**src/rtl/core/vlmr_pkg.sv**
```systemverilog
// vlmr_pkg: shared types and fixed constants of the message ring core
// used by vlmr_stage and variable_length_message_ring_core
// no dependencies
package vlmr_pkg;

  // fixed message framing
  localparam int unsigned HEADER_BYTES    = 4;
  localparam int unsigned MAX_BATCH_BYTES = 256;

  // staging store geometry
  localparam int unsigned STAGE_WORDS = 64;
  localparam int unsigned STAGE_BYTES = STAGE_WORDS * 4;
  localparam int unsigned STAGE_IW    = $clog2(STAGE_WORDS);

  typedef enum logic {
    OP_APPEND = 1'b0,
    OP_FETCH  = 1'b1
  } opcode_e;

  typedef enum logic [2:0] {
    ST_ACCEPTED    = 3'd0,
    ST_NO_ROOM     = 3'd1,
    ST_TOO_LONG    = 3'd2,
    ST_FETCH_EMPTY = 3'd3,
    ST_FETCH_WORD  = 3'd4
  } status_e;

  typedef struct packed {
    status_e     status;
    logic [31:0] out_word;
    logic [8:0]  message_bytes;
    logic        out_last;
    logic        ring_empty;
  } out_item_t;

  // requests from the sequencer to the staging unit
  typedef struct packed {
    logic                push;
    logic                clear;
    logic [31:0]         data;
    logic [2:0]          count;
    logic                rd_en;
    logic [STAGE_IW-1:0] rd_idx;
  } stage_req_t;

  typedef struct packed {
    logic [8:0]  staged_bytes;
    logic [31:0] partial_word;
    logic [31:0] rd_data;
  } stage_rsp_t;

endpackage

```
**src/rtl/core/vlmr_stage.sv**
```systemverilog
// vlmr_stage: byte packer and 64-word staging memory for the message being built
// depends on vlmr_pkg
module vlmr_stage import vlmr_pkg::*; (
  input  logic       clk_i,
  input  logic       rst_ni,
  input  stage_req_t req_i,
  output stage_rsp_t rsp_o
);

  logic [8:0]  staged_q, staged_d;
  logic [31:0] acc_q, acc_d;
  logic [31:0] rd_q;
  logic [31:0] mem [STAGE_WORDS];

  logic [2:0]  cnt;
  logic [8:0]  room;
  logic [2:0]  eff;
  logic [1:0]  off;
  logic [31:0] data_m;
  logic [63:0] merged;
  logic [2:0]  total;
  logic        spill;

  always_comb begin
    cnt  = (req_i.count > 3'd4) ? 3'd4 : req_i.count;
    room = 9'(STAGE_BYTES) - staged_q;
    // bytes past a full staging store are dropped
    eff  = ({6'd0, cnt} > room) ? room[2:0] : cnt;
    off  = staged_q[1:0];
    for (int b = 0; b < 4; b++) begin
      data_m[b*8 +: 8] = (3'(b) < eff) ? req_i.data[b*8 +: 8] : 8'd0;
    end
    merged = {32'd0, acc_q} | ({32'd0, data_m} << {off, 3'b000});
    total  = {1'b0, off} + eff;
    spill  = total[2];
    staged_d = staged_q;
    acc_d    = acc_q;
    if (req_i.clear) begin
      staged_d = '0;
      acc_d    = '0;
    end else if (req_i.push) begin
      staged_d = staged_q + {6'd0, eff};
      acc_d    = spill ? merged[63:32] : merged[31:0];
    end
  end

  always_ff @(posedge clk_i or negedge rst_ni) begin
    if (!rst_ni) begin
      staged_q <= '0;
      acc_q    <= '0;
    end else begin
      staged_q <= staged_d;
      acc_q    <= acc_d;
    end
  end

  // completed words go to memory, the partial word stays in acc_q
  always_ff @(posedge clk_i) begin
    if (req_i.push && !req_i.clear && spill) begin
      mem[staged_q[STAGE_IW+1:2]] <= merged[31:0];
    end
    if (req_i.rd_en) begin
      rd_q <= mem[req_i.rd_idx];
    end
  end

  assign rsp_o.staged_bytes = staged_q;
  assign rsp_o.partial_word = acc_q;
  assign rsp_o.rd_data      = rd_q;

endmodule

```
**config.mk**
```make
export PLATFORM = sky130hd
export DESIGN_NAME = vlmr_stage
export DESIGN_NICKNAME = d
export VERILOG_FILES = /design/src/rtl/core/vlmr_pkg.sv /design/src/rtl/core/vlmr_stage.sv
export SDC_FILE = /design/constraint.sdc
export NUM_CORES = 2
export LEC_CHECK = 0
export BUFFER_PORTS_ARGS = -buffer_cell sky130_fd_sc_hd__buf_2
export CORE_MARGIN = 8
export CORE_UTILIZATION = 60
export CTS_CLUSTER_DIAMETER = 200
export DETAILED_ROUTE_END_ITERATION = 10
export PLACE_DENSITY = 0.87
export SLEW_MARGIN = 20
export SYNTH_ARGS = -nofsm -noshare
export SYNTH_HDL_FRONTEND = slang
export SYNTH_SLANG_ARGS = --single-unit
```
**constraint.sdc**
```tcl
create_clock -name clk_i -period 21.5 [get_ports clk_i]
set_clock_uncertainty 0.15 [all_clocks]
set_input_delay 3.225 -clock clk_i [delete_from_list [all_inputs] [get_ports clk_i]]
set_output_delay 3.225 -clock clk_i [all_outputs]
set_load 0.1 [all_outputs]
```
==> key figures <==
GRT
  • Total GRT Usage: 0.3354
  • M1 GR Usage: 0.4184
  • Vias in the first global route: 43240
  • First-pass GRT wire length: 351.1 mm
  • Met3 Track Usage GR: 0.1021
  • Grt ovf: 0
  • Initial antenna violation count: 42
  • Met2 GRT Util: 0.5344
  • Largest net degree at the start of global routing: 108
  • Gr busiest metal: met2

Routing
  • Drt via density: 7.619
  • DRC violations left: 0
  • WL/cell: 44.48 um
  • Post-DRT Antenna Nets: 0
  • First-iteration detailed-routing DRC count: 8317
  • Routed WL: 253.3 mm
  • Via count: 43390
  • Initial DRT Pass Iterations: 6

Power and ir drop
  • Cell-internal power: 6.768 mW
  • Maximum vdd drop: 0.07282 mV
  • Combinational power share: 0.083
  • Sw power: 2.193 mW
  • Sequential power share: 0.524
  • Clock group share of total power: 0.393
  • Leakage Power: 29.27 nW
  • Switching portion of total power: 0.2447
  • P per Cell Area: 96.78 nW/um^2

Clock tree
  • Clock Root Buffer: clkbuf_16
  • CTS tree: built
  • CTS Hold Buffers Added: 0
  • Clock Latency Late Sink: 0.85 ns
  • Clock sinks: 2121
  • Setup bufs post-CTS: 0
  • H-tree depth: 4
  • CTS Buf Count: 197
  • Worst-case clock buffer depth: 3
  • Post-cts sizing count: 0
  • CTS clk-pin slew, worst paths: 0.07 ns

Min path
  • Hold Path Stages: 2
  • Hold Path End: acc_q[12]$_DFFE_PN0P_
  • Hold_sp: acc_q[12]$_DFFE_PN0P_
  • Min-delay worst type: flip-flop to flip-flop

Logic synthesis
  • Syn Nets: 3541
  • Synth top area cells: edfxtp_1 (76%), mux4_2 (18%), dfrtp_1 (1.2%)
  • Post-synthesis xor/xnor area fraction: 0.001059
  • Sequential area share after synthesis: 0.7677
  • Mean Syn Cell Area: 23.72 sq um
  • Most common cell in the netlist: edfxtp_1
  • Main combinational cell family by area after synthesis: multiplexers
  • Post-synth top area cell: edfxtp_1
  • Post-synthesis mux area share: 0.1834
  • Top cells by count, synth: edfxtp_1 (2080), mux4_2 (661), clkbuf_1 (120), buf_1 (63), nand2_1 (47)
  • Adder-cell area share of the yosys netlist: 0.001301
  • Simple-gate share of the synthesized area: 0.01502
  • Primary FF master, synth: edfxtp_1
  • Synth Area in Compound Gates: 0.01909
  • Register bit total from synthesis: 2121
  • Cell Area, Synth: 82700 sq um
  • Top cell type's share of synthesized area: 0.7553
  • Syn Inst Count: 3487
  • Post-synth ARST share: 0.01933
  • Yosys warns: 0
  • Unique masters post-synth: 71
  • Post-synth EDFFs: 2080

Setup path
  • Critical Path End Type: flip-flop
  • Worst R2R Path Depth: 20
  • Crit path kind: input port to flip-flop
  • Crit path DAT: 8.74 ns
  • Required @ worst endpoint: 21.79 ns
  • Worst r2r src: staged_q[0]$_DFFE_PN0P_
  • Setup crit start kind: input port
  • Worst R2R Setup Slack: 13.16 ns
  • RR Endpoint: mem[34][26]$_DFFE_PP_
  • Critical-path maximum fanout: 24

Floorplanning
  • Die Area: 150000 sq um
  • I/O pin count: 119
  • Row cnt: 136
  • Die height: 387.3 um
  • Initial Util: 0.6030
  • Core Area: 137200 sq um
  • Die width: 387.3 um

Placed design
  • Post-Place Setup Slack: 12.41 ns
  • I/O Buffers: 118
  • RePlAce Congestion: 0.9415
  • Dpl hpwl: 138.0 mm

Timing
  • Setup ws final: 13.05 ns
  • Fin. Hold Viols: 0
  • Final setup TNS: 0 ns
  • Final period utilization: 0.3931
  • Measured slew at the worst slew-check pin: 1.168 ns
  • Slew Limit Fails: 0
  • Crit path time final: 8.451 ns
  • RSZ-0062 raised after global routing: false
  • Setup-failing EPs final: 0
  • Worst rel slew slack: 0.2215
  • Max Freq: 118.3 MHz

Job
  • Max_cap viols: 0

Finish
  • Synthesis-to-finish area growth: 11.96%
  • Layout cells sized above 1: 0.3428
  • # nets final: 3778

Run status
  • Status: complete, no violations
[flip-flops by register name (all words and copies together), names as in the netlist]
signal,count
staged_q,9
mem,2048
rd_q,32
acc_q,32
[layout make-up]
class / instances / area [sq um]
well taps: 1794 / 2245
clock buffers: 245 / 5184
repair buffers: 250 / 1658
flip-flops and latches: 2121 / 63490
fillers: 7683 / 44560
inverters: 48 / 180.2
multi-input cells: 1106 / 18670
diodes: 15 / 37.54
clock inverters: 116 / 1136
[per-stage QoR]
stage / power, mW / instance area [sq um] / hold WS, ns / std cells / util
6_report: 8.961 / 92590 / 0.4488 / 5695 / 0.6751
5_1_grt: 9.096 / 92560 / 0.4712 / 5682 / 0.6749
3_5_place_dp: 5.488 / 86230 / 0.4377 / 5319 / 0.6287
3_3_place_gp: 5.453 / 86220 / 0.4138 / 5319 / 0.6286
4_1_cts: 8.933 / 92550 / 0.4482 / 5680 / 0.6748
2_1_floorplan: 5.183 / 82700 / 0.8396 / 3487 / -
[power groups by stage]
stage	registers (mW)	logic [mW]	clock network, mW
after global placement	4.78	0.671	0
final	4.70	0.745	3.52
after floorplan	4.85	0.336	0
after detailed placement	4.78	0.705	0
after global routing	4.69	0.748	3.65
after CTS	4.70	0.723	3.51
[cell families after synthesis]
| logic type | count (synthesis) |
|---|---|
| AOI/OAI and AO/OA | 183 |
| xor gates and xnor gates | 10 |
| adders and majority gates | 8 |
| buffers and inverters | 260 |
| DFF | 2121 |
| muxes | 687 |
| and+or+nand+nor | 218 |
[per-layer routing]
layer / share of wire / wire (um)
met2: 0.48 / 121600
met3: 0.15 / 37350
met4: 0.068 / 17220
met5: 0.00077 / 195
met1: 0.30 / 76930
[critical path, cell delays in order]
cell and delay (ns):
buf_2 0.17, nor2b_1 0.09, ha_1 0.29, nor2b_1 0.13
o21a_1 0.19, o2111ai_4 0.23, nor3_1 0.46, nand2_1 0.11
o21ai_0 0.11, ha_1 0.21, inv_1 0.06, fa_1 0.46
inv_1 0.21, nand2_1 0.16, and3b_1 0.72, o21ai_4 0.07
buf_4 0.33, nor3_2 0.88, buf_4 0.53
[placed cells by master (no fill, tap or decap), drive strengths merged, types with 10 or more instances in the layout]
master and n:
nor3 38, inv 54, mux4 661, dfrtp 41, clkinv 88, edfxtp 2080
o221ai 16, nor2 26, clkbuf 245, diode 15, mux2i 13, o311ai 28
a41oi 10, buf 250, bufinv 15, or2 25, o211ai 16, mux2 13
a21o 11, nor4 43, o32ai 14, nand2 47, o21ai 26
[how the worst max path moves through the flow]
stage	to	slack, ns	from	cells after the start
after CTS	mem[34][26]$_DFFE_PP_	13.15	req_i[9]	19
final	mem[34][26]$_DFFE_PP_	13.05	req_i[9]	19
after detailed placement	mem[51][23]$_DFFE_PP_	12.41	req_i[9]	19
after floorplan	mem[21][0]$_DFFE_PP_	11.55	req_i[8]	18
after global routing	mem[34][26]$_DFFE_PP_	12.72	staged_q[0]$_DFFE_PN0P_	20
after global placement	mem[43][12]$_DFFE_PP_	12.27	req_i[9]	19
Note: power is estimated with default switching activity, not from simulation.
